--- src/design/rlfm_pkg.sv ---
`default_nettype none
package rlfm_pkg;

    localparam int NUM_SLOTS   = 16;
    localparam int QUEUE_DEPTH = 16;

    localparam int SLOT_W  = $clog2(NUM_SLOTS);
    localparam int QPTR_W  = $clog2(QUEUE_DEPTH);
    localparam int QCNT_W  = $clog2(QUEUE_DEPTH + 1);
    localparam int WADDR_W = $clog2(NUM_SLOTS * QUEUE_DEPTH);
    localparam int WAITER_W = 48;

    localparam logic OP_ENTER = 1'b0;
    localparam logic OP_LEAVE = 1'b1;

    typedef enum logic [1:0] {
        ST_OK          = 2'd0,
        ST_TABLE_FULL  = 2'd1,
        ST_QUEUE_FULL  = 2'd2,
        ST_EMPTY_LEAVE = 2'd3
    } t_status;

    // controller to datapath
    typedef struct packed {
        logic capture;
        logic match;
        logic lookup;
        logic exec;
        logic load;
    } t_cmd;

    // datapath to controller
    typedef struct packed {
        logic out_free;
    } t_stat;

    // ring pointer advance, b can reach the depth; one subtraction wraps the sum
    function automatic logic [QPTR_W-1:0] wrap_ptr(input logic [QPTR_W-1:0] a,
                                                   input logic [QCNT_W-1:0] b);
        logic [QCNT_W:0] sum;
        sum = (QCNT_W+1)'(a) + (QCNT_W+1)'(b);
        if (sum >= (QCNT_W+1)'(QUEUE_DEPTH)) begin
            sum = sum - (QCNT_W+1)'(QUEUE_DEPTH);
        end
        return sum[QPTR_W-1:0];
    endfunction

    function automatic logic [3:0] slot_out(input logic [SLOT_W-1:0] s);
        logic [SLOT_W+3:0] w;
        w = {4'b0000, s};
        return w[3:0];
    endfunction

    function automatic logic [WADDR_W-1:0] waiter_addr(input logic [SLOT_W-1:0] s,
                                                       input logic [QPTR_W-1:0] p);
        return WADDR_W'(s) * WADDR_W'(QUEUE_DEPTH) + WADDR_W'(p);
    endfunction

endpackage
`default_nettype wire

--- src/design/rlfm_ctrl.sv ---
`default_nettype none
module rlfm_ctrl (
    input  wire logic           i_clk,
    input  wire logic           i_rst_n,
    input  wire logic           i_in_valid,
    output logic                o_in_ready,
    input  wire rlfm_pkg::t_stat i_stat,
    output rlfm_pkg::t_cmd      o_cmd
);
    import rlfm_pkg::*;

    typedef enum logic [4:0] {
        S_IDLE   = 5'b00001,
        S_MATCH  = 5'b00010,
        S_LOOKUP = 5'b00100,
        S_EXEC   = 5'b01000,
        S_DONE   = 5'b10000
    } t_state;

    t_state r_state, n_state;

    always_comb begin
        n_state = r_state;
        case (r_state)
            S_IDLE:   if (i_in_valid) n_state = S_MATCH;
            S_MATCH:  n_state = S_LOOKUP;
            S_LOOKUP: n_state = S_EXEC;
            S_EXEC:   n_state = S_DONE;
            S_DONE:   if (i_stat.out_free) n_state = S_IDLE;
            default:  n_state = S_IDLE;
        endcase
    end

    always_ff @(posedge i_clk) begin
        if (!i_rst_n) begin
            r_state <= S_IDLE;
        end else begin
            r_state <= n_state;
        end
    end

    assign o_in_ready     = (r_state == S_IDLE);
    assign o_cmd.capture  = (r_state == S_IDLE) && i_in_valid;
    assign o_cmd.match    = (r_state == S_MATCH);
    assign o_cmd.lookup   = (r_state == S_LOOKUP);
    assign o_cmd.exec     = (r_state == S_EXEC);
    assign o_cmd.load     = (r_state == S_DONE) && i_stat.out_free;
endmodule
`default_nettype wire

--- config.mk ---
export PLATFORM = sky130hd
export DESIGN_NAME = rlfm_ctrl
export DESIGN_NICKNAME = d
export VERILOG_FILES = /design/src/design/rlfm_pkg.sv /design/src/design/rlfm_ctrl.sv
export SDC_FILE = /design/constraint.sdc
export NUM_CORES = 1
export LEC_CHECK = 0
export ABC_AREA = 1
export BUFFER_PORTS_ARGS = -buffer_cell sky130_fd_sc_hd__buf_2
export CAP_MARGIN = 0
export CORE_AREA = 2 2 39 41
export DETAILED_ROUTE_END_ITERATION = 8
export DIE_AREA = 0 0 41 43
export PLACE_DENSITY = 0.54
export SETUP_SLACK_MARGIN = 0.4
export SYNTH_ARGS = -nofsm -noshare
export SYNTH_HDL_FRONTEND = slang
export SYNTH_SLANG_ARGS = --single-unit
--- constraint.sdc ---
create_clock -name i_clk -period 1.6 [get_ports i_clk]
set_clock_uncertainty 0.2 [all_clocks]
set_input_delay 0.08 -clock i_clk [delete_from_list [all_inputs] [get_ports i_clk]]
set_output_delay 0.08 -clock i_clk [all_outputs]
set_load 0.02 [all_outputs]
-- Yosys cells after proc, flatten, opt, wreduce, memory -nomap -nowiden
Cells that the tools add are included.
- bits in registers: 5
- output and inout bits: 6
- equality and inequality tests: 7
- mux-type cells: 3
- reductions and logical operators: 3
- operators by type and width (operator ; number):
    $pmux 5 s5 ; 1
    $mux 5 ; 2
    $eq 5x1->1 const B ; 1
    $eq 5x2->1 const B ; 1
    $eq 5x3->1 const B ; 1
    $eq 5x4->1 const B ; 1
    $eq 5x5->1 const B ; 1
    $ne 2x2->1 const B ; 2
    $logic_and 1x1->1 ; 2
    $reduce_and 2->1 ; 1

-- Longest topological paths before layout
Gate-level depths: netlist of the first run.
- depth in word-level cells: 3
- gate-level depth with buffers: 7

-- Worst setup path before layout of the first run
OpenSTA, ideal clock, no wires.
- path kind: flip-flop to output port
- from: register r_state[3]
- to: output port o_cmd[4] (netlist name)
- arrival time: 0.917 ns
- required time: 1.320 ns
- setup slack: 0.403 ns
- stages on the path, launching flop included: 4
- cells stage by stage: dfxtp_1 nor2_4 nand3_1 nor2_1
- RTL lines (element ; line ; source):
    start: declaration ; rlfm_ctrl.sv:20 ; t_state r_state, n_state;
    start signal: assignment ; rlfm_ctrl.sv:38 ; r_state <= n_state;
    end: declaration ; rlfm_ctrl.sv:8 ; output rlfm_pkg::t_cmd o_cmd

==> Flow_metrics.wiki, run 1 <==
{| class="wikitable"
! Metric !! Value
|-
| Total I/O pin count || 10
|-
| Total CTS buffers || 3
|-
| IO Port Bufs || 9
|-
| Maximum number of pins on one net before global-route repair || 6
|-
| Synthesized net count || 51
|-
| Clock tree sinks || 5
|-
| Chip Width || a little over 40 um
|-
| Share of the yosys chip area belonging to registers || roughly a third
|-
| Path type of the worst min-delay path || in2reg
|-
| Reg2Reg Depth || 7
|-
| Nets@finish || slightly below 70
|-
| Synthesized instance count || 47
|-
| Largest register by flop count || r_state
|-
| Status || completed
|-
| Number of antenna violations at the first check in global routing || 0
|-
| Maximum clock rate || 0.7280 GHz
|-
| ANT cells || 0
|-
| Crit Path Class || reg2out
|-
| Area enclosed by the die boundary || between 1500 and 2000 um^2
|-
| Clock tree from TritonCTS || yes
|-
| Vias/cell || slightly above 4
|-
| Routed wire length on met3 || 38 um
|-
| Clock transition time at the flip-flop clock pins of the worst setup and hold paths || roughly 0.050 ns
|-
| Commonest non-fill, non-tap cells in the layout || sky130_fd_sc_hd__inv_1 (10), sky130_fd_sc_hd__nand2_1 (8), sky130_fd_sc_hd__buf_4 (6)
|-
| Flip-flop count of the largest register after layout || 5
|-
| VDD IR-drop max || ~0.00033 V
|-
| Instance count along the most critical hold path || 6
|-
| Final setup TNS || 0 ns
|-
| Wire length per cell after detailed routing || 8.513 um
|-
| Share of cells above drive strength 1 || 48.44%
|-
| Clock latency on the worst-skew pair || ~0.24 ns
|-
| All-Layer GR Usage || a little over a tenth
|-
| Core region area || ~1400 um^2
|-
| Startpoint of the lowest-slack hold path || i_in_valid
|-
| Number of buffers on the longest clock path || 2
|-
| Routed via count || between 300 and 400
|-
| Dpl cells || ~70
|-
| Setup crit start kind || register
|-
| Capturing element type of the critical path || output port
|-
| Post-synth top area cell || sky130_fd_sc_hd__dfxtp_1
|-
| Tightest Pin Transition || between 0.15 and 0.2 ns
|-
| Maximum fanout along the worst path || 5
|-
| Worst Path Arrival || 1.09 ns
|-
| Global-route wire length before repair || ~1.2 mm
|-
| Filler Cell Count || between 150 and 200
|-
| Setup slack after layout || between 0.2 and 0.25 ns
|-
| Met2 WL || roughly 320 um
|-
| Number of antenna-violating nets in the routed design || 0
|-
| Number of hold violations in the final report || 0
|-
| DRC marker count from the first detailed-route iteration || 1
|-
| Unrepaired setup endpoints after global routing || true
|-
| Worst Hold Path EP || r_state[0]$_SDFFE_PN1P_
|-
| CP Data Required Time || 1.32 ns
|-
| Max-slew headroom || between 80% and 90%
|-
| Worst reg2reg path endpoint || r_state[0]$_SDFFE_PN1P_
|-
| Flop2flop setup slack || ~0.32 ns
|-
| Total congestion overflow || 0
|-
| Final Util || between 30 and 40%
|-
| Finished layout cell area || 495.5 um^2
|-
| Std-Cell Rows || 14
|-
| Initial core utilization || between 20% and 30%
|-
| Netlist area before placement || slightly above 300 um^2
|-
| RePlAce Congestion || approximately 0.7
|-
| Cell types with the largest area share after synthesis || sky130_fd_sc_hd__dfxtp_1 (32%), sky130_fd_sc_hd__inv_1 (13%), sky130_fd_sc_hd__nand2_1 (9.7%), sky130_fd_sc_hd__nand4_1 (6.1%), sky130_fd_sc_hd__nor2_1 (6.1%)
|-
| Period Utilization, post-route || 85.85%
|-
| Clk Tree Root Cell || sky130_fd_sc_hd__clkbuf_4
|-
| Via count of the first global-routing pass || 312
|-
| Total Routed Length || a little under 700 um
|-
| Top metal layer carrying routed signals || met4
|-
| Wl on met1 || approximately 290 um
|-
| Share of the synthesized area in the top cell type || between 30% and 40%
|-
| Post-detailed-placement half-perimeter wirelength || 493.4 um
|-
| Setup Viol. Count Final || 0
|-
| Chip height || 43 um
|-
| Avg Synthesized Cell Area || 6.575 um^2
|-
| Most common cell after layout, fill and taps aside || sky130_fd_sc_hd__inv_1
|-
| Drt drc || 0
|-
| Power per unit of standard cell area || 821.3 nW/um^2
|-
| Number of warnings printed during yosys synthesis || 0
|-
| Detailed-routing iteration count for the pre-antenna-repair pass || 2
|-
| Area growth from synthesis to layout || 60.32%
|-
| Final max-slew violation count || 0
|-
| Number of distinct library cells after synthesis || 15
|-
| Worst setup slack after placement || roughly 0.4 ns
|-
| Static Leak || roughly 0.24 nW
|-
| Post-route non-filler standard cell count || 80
|-
| Deepest level of the CTS H-tree || 1
|-
| Fin crit period || ~1.4 ns
|-
| MaxCap Viol Count || 0
|-
| Worst r2r src || r_state[3]$_SDFFE_PN0P_
|-
| Synthesis-stage register bit count || 5
|-
| Largest registers || r_state: 5 flops
|-
| Placement Cell Area || approximately 370 um^2
|}
## report_power, final
group / switching, W / internal, W / leakage (nW)
clock network: 0.0000578 / 0.0000947 / 0.0150
registers: 0.00000967 / 0.000133 / 0.0423
logic: 0.0000593 / 0.0000528 / 0.186
## logic make-up after synthesis
logic type	after synthesis	synth area share, %
compound gates	3	7.287
buf+inv	13	17.00
flops	5	32.39
simple gates	26	43.32
## worst max-delay path by stage
stage	start	to	cells after the start
floorplan	r_state[3]$_SDFFE_PN0P_	o_cmd[4]	3
global placement	r_state[0]$_SDFFE_PN1P_	r_state[0]$_SDFFE_PN1P_	6
detailed placement	r_state[3]$_SDFFE_PN0P_	o_cmd[4]	4
CTS	r_state[2]$_SDFFE_PN0P_	o_cmd[4]	4
global route	r_state[3]$_SDFFE_PN0P_	o_cmd[0]	4
finish	r_state[3]$_SDFFE_PN0P_	o_cmd[4]	4
## layer usage
layer	global-route usage [%]	vias up
met2	14.69	9
met4	12.00	0
met5	0	-
met1	10.54	139
met3	3.141	4
li1	-	179
## critical path, stage by stage (launching register included)
cell and delay (ns):
sky130_fd_sc_hd__dfxtp_2 0.34, sky130_fd_sc_hd__nor2_4 0.18, sky130_fd_sc_hd__nand3_4 0.11, sky130_fd_sc_hd__nor2_2 0.08, sky130_fd_sc_hd__buf_4 0.14
## timing repair
action / in CTS / in global routing
gates cloned: 0 / 0
resized for setup: 15 / 5
setup buffers: 1 / 1
endpoints found under the hold margin: 5 / 0
setup endpoints to repair: 6 / 7
pin swaps: 3 / 3
hold buffers: 3 / 0
## cells in the mapped netlist (all sizes together)
library cell / instances
nor3: 3
nand3: 2
dfxtp: 5
nand2: 10
a21oi: 3
inv: 12
nand4: 3
buf: 1
nor2: 8
## area by class of cell
class	count	area, um^2	area share, %
clock buffers	4	26.28	5.303
inverters	12	45.04	9.091
multi-input cells	29	183.9	37.12
flip-flops and latches	5	107.6	21.72
well taps	16	20.02	4.040
repair buffers	14	112.6	22.73
## per-stage QoR
| step | power [W] | hold WS (ns) |
|---|---|---|
| final | 0.0004070 | 0.04400 |
| after global routing | 0.0004300 | 0.09898 |
| after CTS | 0.0004036 | 0.03514 |
| after detailed placement | 0.0002200 | 0.1539 |
| after global placement | 0.0002193 | 0.1512 |
| after floorplan | 0.0002000 | 0.02670 |
Power figures use the tool's default switching activity.
==> run 2, diff against run 1 <==
ABC_AREA = not set   (was 1)
PLACE_DENSITY = 0.5   (was 0.54)
==> Flow_metrics.wiki, run 2 <==
{| class="wikitable"
! Metric !! Value
|-
| Status || completed
|-
| Final setup TNS || 0 ns (unchanged)
|-
| Number of warnings printed during yosys synthesis || 0 (unchanged)
|-
| Commonest cells in the netlist || sky130_fd_sc_hd__nor2_1 (6), sky130_fd_sc_hd__dfxtp_1 (5), sky130_fd_sc_hd__and2_1 (3), sky130_fd_sc_hd__and3_1 (3), sky130_fd_sc_hd__o211a_1 (2)
|-
| Max-slew headroom || 86.95% (-1.5 points)
|-
| Commonest non-fill, non-tap cells in the layout || sky130_fd_sc_hd__buf_2 (4), sky130_fd_sc_hd__buf_6 (4), sky130_fd_sc_hd__buf_4 (4), sky130_fd_sc_hd__dfxtp_2 (4)
|-
| Hold Worst Slack || 0.05443 ns (+0.01043 ns)
|-
| Wire length per cell after detailed routing || 10.84 um (+27%)
|-
| Clk Tree Root Cell || sky130_fd_sc_hd__clkbuf_4
|-
| Core region area || 1384 um^2 (unchanged)
|-
| Total Power || 0.0003770 W (-7.4%)
|-
| Total Routed Length || 683 um (+0.29%)
|-
| Final max-slew violation count || 0 (unchanged)
|-
| IO Port Bufs || 9 (unchanged)
|-
| Finished layout cell area || 467.9 um^2 (-5.6%)
|-
| Avg Synthesized Cell Area || 8.717 um^2 (+33%)
|-
| Largest registers || r_state: 5 flops
|-
| Most used flip-flop cell after synthesis || sky130_fd_sc_hd__dfxtp_1
|-
| Synthesized instance count || 30 (-36%)
|-
| Setup crit start kind || register
|-
| Startpoint of the lowest-slack hold path || i_stat
|-
| Maximum clock rate || 0.6639 GHz (-8.8%)
|-
| Cell types with the largest area share after synthesis || sky130_fd_sc_hd__dfxtp_1 (38%), sky130_fd_sc_hd__nor2_1 (8.6%), sky130_fd_sc_hd__o211a_1 (7.7%), sky130_fd_sc_hd__and2_1 (7.2%), sky130_fd_sc_hd__and3_1 (7.2%)
|-
| Largest stage delay, worst path || 0.40 ns (+0.06 ns)
|-
| Count of buffering cells on the critical path with inverters included || 1 (unchanged)
|-
| Routed via count || 293 (-11%)
|-
| P_int || 0.0002745 W (-2.0%)
|-
| Capturing element type of the critical path || output port
|-
| Worst r2r src || r_state[1]$_SDFFE_PN0P_
|-
| Area enclosed by the die boundary || 1763 um^2 (unchanged)
|-
| Share of the synthesized area in the top cell type || 38.28% (+5.9 points)
|-
| Net switching fraction of the power || 27.19% (-4.0 points)
|-
| Share of cells above drive strength 1 || 65.96% (+18 points)
|-
| Static Leak || 0.2098 nW (-14%)
|-
| Number of antenna-violating nets in the routed design || 0 (unchanged)
|-
| Largest register by flop count || r_state
|-
| Tightest Pin Transition || 0.1937 ns (+0.02076 ns)
|-
| Combinational group share of total power || 24.9% (-2.6 points)
|-
| Chip Width || 41 um (unchanged)
|-
| Proportion of power drawn by flip-flops and latches || 37.1% (+2.1 points)
|-
| Via count of the first global-routing pass || 245 (-21%)
|-
| Unrepaired setup endpoints after global routing || true
|-
| Deepest level of the CTS H-tree || 1 (unchanged)
|-
| Detailed-routing iteration count for the pre-antenna-repair pass || 4 (+2)
|-
| Path type of the worst min-delay path || in2reg
|-
| Synthesized net count || 34 (-33%)
|-
| Portion of total power attributed to the clock network || 38.0% (+0.5 points)
|-
| All-Layer GR Usage || 9.347% (-1.1 points)
|-
| Initial core utilization || 18.90% (-3.4 points)
|-
| Nets@finish || 52 (-25%)
|-
| Placement Cell Area || 324.1 um^2 (-12%)
|-
| Clock latency on the worst-skew pair || 0.24 ns (about the same)
|-
| Vias/cell || 4.651 (+12%)
|-
| Total congestion overflow || 0 (unchanged)
|-
| Global-route wire length before repair || 993 um (-14%)
|-
| Synthesis-stage register bit count || 5 (unchanged)
|-
| Maximum fanout along the worst path || 6 (+1)
|-
| Netlist area before placement || 261.5 um^2 (-15%)
|-
| ANT cells || 0 (unchanged)
|-
| Clock transition time at the flip-flop clock pins of the worst setup and hold paths || 0.04 ns (about the same)
|-
| Flip-flop count of the largest register after layout || 5 (unchanged)
|-
| Area growth from synthesis to layout || 78.95%
|-
| Number of distinct library cells after synthesis || 16 (+1)
|-
| Chip height || 43 um (unchanged)
|-
| Worst Path Arrival || 1.23 ns (+0.14 ns)
|-
| Period Utilization, post-route || 94.14% (+8.3 points)
|-
| Critical Path Start || r_state[1]$_SDFFE_PN0P_
|-
| Crit Path Class || reg2out
|-
| Clock tree sinks || 5 (unchanged)
|-
| Fin crit period || 1.506 ns (+0.1326 ns)
|-
| DRC marker count from the first detailed-route iteration || 3 (+2)
|-
| Drt drc || 0 (unchanged)
|-
| Total I/O pin count || 10 (unchanged)
|-
| Total CTS buffers || 3 (unchanged)
|-
| Power per unit of standard cell area || 805.7 nW/um^2 (-1.9%)
|-
| MaxCap Viol Count || 0 (unchanged)
|-
| Library cell with the highest instance count after synthesis || sky130_fd_sc_hd__nor2_1
|-
| Share of the yosys chip area belonging to registers || 38.28% (+5.9 points)
|-
| Post-synthesis async set-or-reset flop share || 0% (unchanged)
|-
| Number of hold violations in the final report || 0 (unchanged)
|-
| Number of antenna violations at the first check in global routing || 0 (unchanged)
|-
| Worst-path cell with the longest stage delay || sky130_fd_sc_hd__or3_4
|-
| Post-detailed-placement half-perimeter wirelength || 403.3 um (-18%)
|-
| Net switching power figure || 0.0001025 W (-19%)
|-
| Family with the most delay on the worst path || simple AND/OR/NAND/NOR gates
|-
| Post-synth top area cell || sky130_fd_sc_hd__dfxtp_1
|-
| Filler Cell Count || 148 (-4.5%)
|-
| Number of buffers on the longest clock path || 2 (unchanged)
|-
| RePlAce Congestion || 0.6747 (-2.8%)
|-
| Clock tree from TritonCTS || yes
|-
| Post-synth EDFFs || 0 (unchanged)
|-
| Std-Cell Rows || 14 (unchanged)
|-
| CP Data Required Time || 1.32 ns (about the same)
|-
| Maximum number of pins on one net before global-route repair || 7 (+1)
|-
| Flop2flop setup slack || 0.14 ns (-0.18 ns)
|-
| Setup Viol. Count Final || 0 (unchanged)
|-
| Ordered list of cells on the worst path || or3_4 -> nor2_1 -> buf_4
|-
| VDD IR-drop max || 0.0002895 V (-11%)
|}
run 2: tightest hold or removal path, stage by stage:
cell and delay [ns]:
sky130_fd_sc_hd__buf_2 0.09, sky130_fd_sc_hd__or3b_4 0.12, sky130_fd_sc_hd__a21oi_4 0.05, sky130_fd_sc_hd__o211a_1 0.11
run 2: worst paths after layout:
check,endpoint,cells past startpoint
worst max-delay path,o_cmd[1],3
worst min-delay path,r_state[4]$_SDFFE_PN0P_,4
worst max register to register,r_state[0]$_SDFFE_PN1P_,4
worst min register to register,r_state[0]$_SDFFE_PN1P_,3
run 2: final cells by class:
type	instances	area, um^2	share of cell area [%]
multi-input combinational	23	193.9	41.44
inverter	1	3.754	0.8021
timing repair buffer	14	115.1	24.60
tap	16	20.02	4.278
sequential	5	108.9	23.26
clock buffer	4	26.28	5.615
run 2: through the flow:
stage	utilization, %	cells	worst slack (ns)
3_3_place_gp	23.42	54	0.2557
4_1_cts	32.37	62	0.08036
5_1_grt	33.82	63	0.05042
6_report	33.82	63	0.09374
3_5_place_dp	23.42	54	0.2623
2_1_floorplan	-	30	0.3371
run 2: repair_timing:
item,4_1_cts,5_1_grt
hold buffers,2,0
buffers inserted,2,1
pin swaps,7,0
endpoints found under the setup margin,8,8
gates resized for setup,20,3
cloned,0,0
hold endpoints to repair,5,0
run 2: logic make-up after synthesis:
family | Yosys count | share of synthesized area [%]
compound gates | 5 | 16.27
xor+xnor | 1 | 3.350
buf+inv | 2 | 4.306
flops | 5 | 38.28
simple gates | 17 | 37.80
run 2: power groups by stage:
stage / combinational (W) / clock, W / sequential, W
2_1_floorplan: 0.0000462 / 0 / 0.000141
3_3_place_gp: 0.0000639 / 0 / 0.000142
3_5_place_dp: 0.0000632 / 0 / 0.000143
4_1_cts: 0.0000860 / 0.000152 / 0.000139
5_1_grt: 0.000101 / 0.000160 / 0.000141
6_report: 0.0000940 / 0.000143 / 0.000140
run 2: metal layers:
metal	wire [um]	global-route usage [%]	share of wire (%)	up-vias
met4	14	10.00	2.0	0
li1	-	-	-	140
met1	259	9.355	38	142
met5	0	0	0	-
met3	36	3.665	5.3	2
met2	372	13.13	54	9
==> run 3, diff against run 2 <==
clock period = 1.8 ns   (was 1.6 ns; I/O delays follow)
==> Flow_metrics.wiki, run 3 (synthesis gave the netlist of run 2 again) <==
{| class="wikitable"
! Metric !! Value
|-
| Worst Path Arrival || 1.21 ns (-0.02 ns)
|-
| Crit Path Class || reg2out
|-
| Detailed-routing iteration count for the pre-antenna-repair pass || 4 (unchanged)
|-
| Ordered list of cells on the worst path || or3_4 -> nor2_1 -> buf_4
|-
| Maximum clock rate || roughly 0.67 GHz
|-
| Commonest non-fill, non-tap cells in the layout || sky130_fd_sc_hd__buf_2 (4), sky130_fd_sc_hd__buf_6 (4), sky130_fd_sc_hd__dfxtp_2 (4)
|-
| Std-Cell Rows || 14 (unchanged)
|-
| GR met2 Demand/Resource || 9.688% (-3.4 points)
|-
| Chip Width || 41 um (unchanged)
|-
| Final max-slew violation count || 0 (unchanged)
|-
| Tightest Pin Transition || 0.1596 ns (-0.03415 ns)
|-
| Power per unit of standard cell area || 742.6 nW/um^2 (-7.8%)
|-
| Largest registers || r_state: 5 flops
|-
| Total CTS buffers || 3 (unchanged)
|-
| Total congestion overflow || 0 (unchanged)
|-
| Vias/cell || 4.290 (-7.8%)
|-
| Clock tree sinks || 5 (unchanged)
|-
| Largest register by flop count || r_state
|-
| Fin crit period || around 1.5 ns
|-
| Global-route wire length before repair || 903 um (-9.1%)
|-
| Maximum fanout along the worst path || 5 (-1)
|-
| Maximum number of pins on one net before global-route repair || 7 (unchanged)
|-
| Initial core utilization || 18.90% (unchanged)
|-
| Core region area || 1384 um^2 (unchanged)
|-
| Global-route track usage on met3 || 1.571% (-2.1 points)
|-
| IO Port Bufs || 9 (unchanged)
|-
| Area enclosed by the die boundary || 1763 um^2 (unchanged)
|-
| Total Routed Length || 602 um (-12%)
|-
| CP Data Required Time || 1.51 ns (+0.19 ns)
|-
| All-Layer GR Usage || 8.032% (-1.3 points)
|-
| Setup Viol. Count Final || 0 (unchanged)
|-
| Wire length per cell after detailed routing || 9.710 um (-10%)
|-
| Final setup TNS || 0 ns (unchanged)
|-
| Number of antenna-violating nets in the routed design || 0 (unchanged)
|-
| Clock latency on the worst-skew pair || 0.24 ns (about the same)
|-
| Deepest level of the CTS H-tree || 1 (unchanged)
|-
| Clock tree from TritonCTS || yes
|-
| Path type of the worst min-delay path || in2reg
|-
| Number of buffers on the longest clock path || 2 (unchanged)
|-
| Chip height || 43 um (unchanged)
|-
| Worst-path cell with the longest stage delay || sky130_fd_sc_hd__or3_4
|-
| DRC marker count from the first detailed-route iteration || 7 (+4)
|-
| VDD IR-drop max || 0.0001919 V (-34%)
|-
| Clock transition time at the flip-flop clock pins of the worst setup and hold paths || 0.04 ns (about the same)
|-
| MaxCap Viol Count || 0 (unchanged)
|-
| ANT cells || 0 (unchanged)
|-
| Dpl cells || 54 (unchanged)
|-
| Flip-flop count of the largest register after layout || 5 (unchanged)
|-
| RePlAce Congestion || 0.7154 (+6.0%)
|-
| Count of buffering cells on the critical path with inverters included || 1 (unchanged)
|-
| Clk Tree Root Cell || sky130_fd_sc_hd__clkbuf_4
|-
| Number of antenna violations at the first check in global routing || 0 (unchanged)
|-
| Total I/O pin count || 10 (unchanged)
|-
| Via count of the first global-routing pass || 234 (-4.5%)
|-
| Filler Cell Count || 153 (+3.4%)
|-
| Capturing element type of the critical path || output port
|-
| Family with the most delay on the worst path || simple AND/OR/NAND/NOR gates
|-
| Most used routing layer || met4
|-
| Routed via count || 266 (-9.2%)
|-
| Static Leak || 0.1959 nW (-6.6%)
|-
| Max-slew headroom || 89.36% (+2.4 points)
|-
| Number of hold violations in the final report || 0 (unchanged)
|-
| Area growth from synthesis to layout || 67.94%
|-
| GR Util met1 || 9.968% (+0.61 points)
|-
| Status || completed
|-
| Period Utilization, post-route || between 80% and 90%
|-
| Post-route non-filler standard cell count || 62 (-1.6%)
|-
| Largest stage delay, worst path || 0.40 ns (about the same)
|-
| Share of cells above drive strength 1 || 58.70% (-7.3 points)
|-
| Drt drc || 0 (unchanged)
|-
| Setup crit start kind || register
|-
| Unrepaired setup endpoints after global routing || true
|-
| Nets@finish || 51 (-1.9%)
|}
run 3: changes by cell type in the layout (fill, tap and decap cells not counted), sizes merged:
cell and change:
buf -1
run 3: layout make-up:
class                           instances  area [um^2]  share of cell area [%]
Timing Repair Buffer                   13        107.6                   24.50
Sequential cell                         5        108.9                   24.79
Tap cell                               16        20.02                   4.558
Inverter                                1        3.754                  0.8547
Clock buffer                            4        26.28                   5.983
Multi-Input combinational cell         23        172.7                   39.32
run 3: per-layer routing:
layer | vias to the layer above | share of wire [%]
met5 | - | 0
met4 | 0 | 3.5
met3 | 2 | 7.5
met2 | 13 | 45
met1 | 116 | 44
li1 | 135 | -
run 3: stage by stage:
step | power [W] | area [um^2] | util (%) | hold slack, ns | worst slack, ns
after floorplan | 0.0001639 | 261.5 | - | -0.03138 | 0.4733
after global placement | 0.0001816 | 319.1 | 23.06 | 0.1273 | 0.4457
after detailed placement | 0.0001811 | 319.1 | 23.06 | 0.1283 | 0.4155
after CTS | 0.0003279 | 415.4 | 30.02 | 0.07883 | 0.2900
after global routing | 0.0003449 | 439.2 | 31.74 | 0.07788 | 0.2502
final | 0.0003261 | 439.2 | 31.74 | 0.06780 | 0.2969
run 3: worst reg2reg max path: cells and delay by family (launching register included):
family          cells  cell delay (ns)
simple gates        1             0.36
flops               1             0.36
compound gates      2             0.29
run 3: power by group:
group | total, W | internal (W) | switching (W)
clock | 0.000131 | 0.0000839 | 0.0000468
sequential | 0.000124 | 0.000117 | 0.00000704
combinational | 0.0000719 | 0.0000371 | 0.0000348
total | 0.000326 | 0.000238 | 0.0000886
run 3: final timing paths:
check / from / endpoint / slack [ns] / cells after the start
setup / recovery: r_state[0]$_SDFFE_PN1P_ / o_cmd[1] / 0.30 / 3
hold / removal: i_stat / r_state[4]$_SDFFE_PN0P_ / 0.07 / 4
setup reg to reg: r_state[4]$_SDFFE_PN0P_ / r_state[0]$_SDFFE_PN1P_ / 0.46 / 3
hold reg to reg: r_state[0]$_SDFFE_PN1P_ / r_state[0]$_SDFFE_PN1P_ / 0.43 / 2
run 3: what timing repair did:
action / in CTS / in global routing
hold buffers: 2 / 0
resized for setup: 13 / 9
hold endpoints to repair: 5 / 0
pin swaps: 2 / 4
endpoints found under the setup margin: 6 / 7
setup buffers: 2 / 0
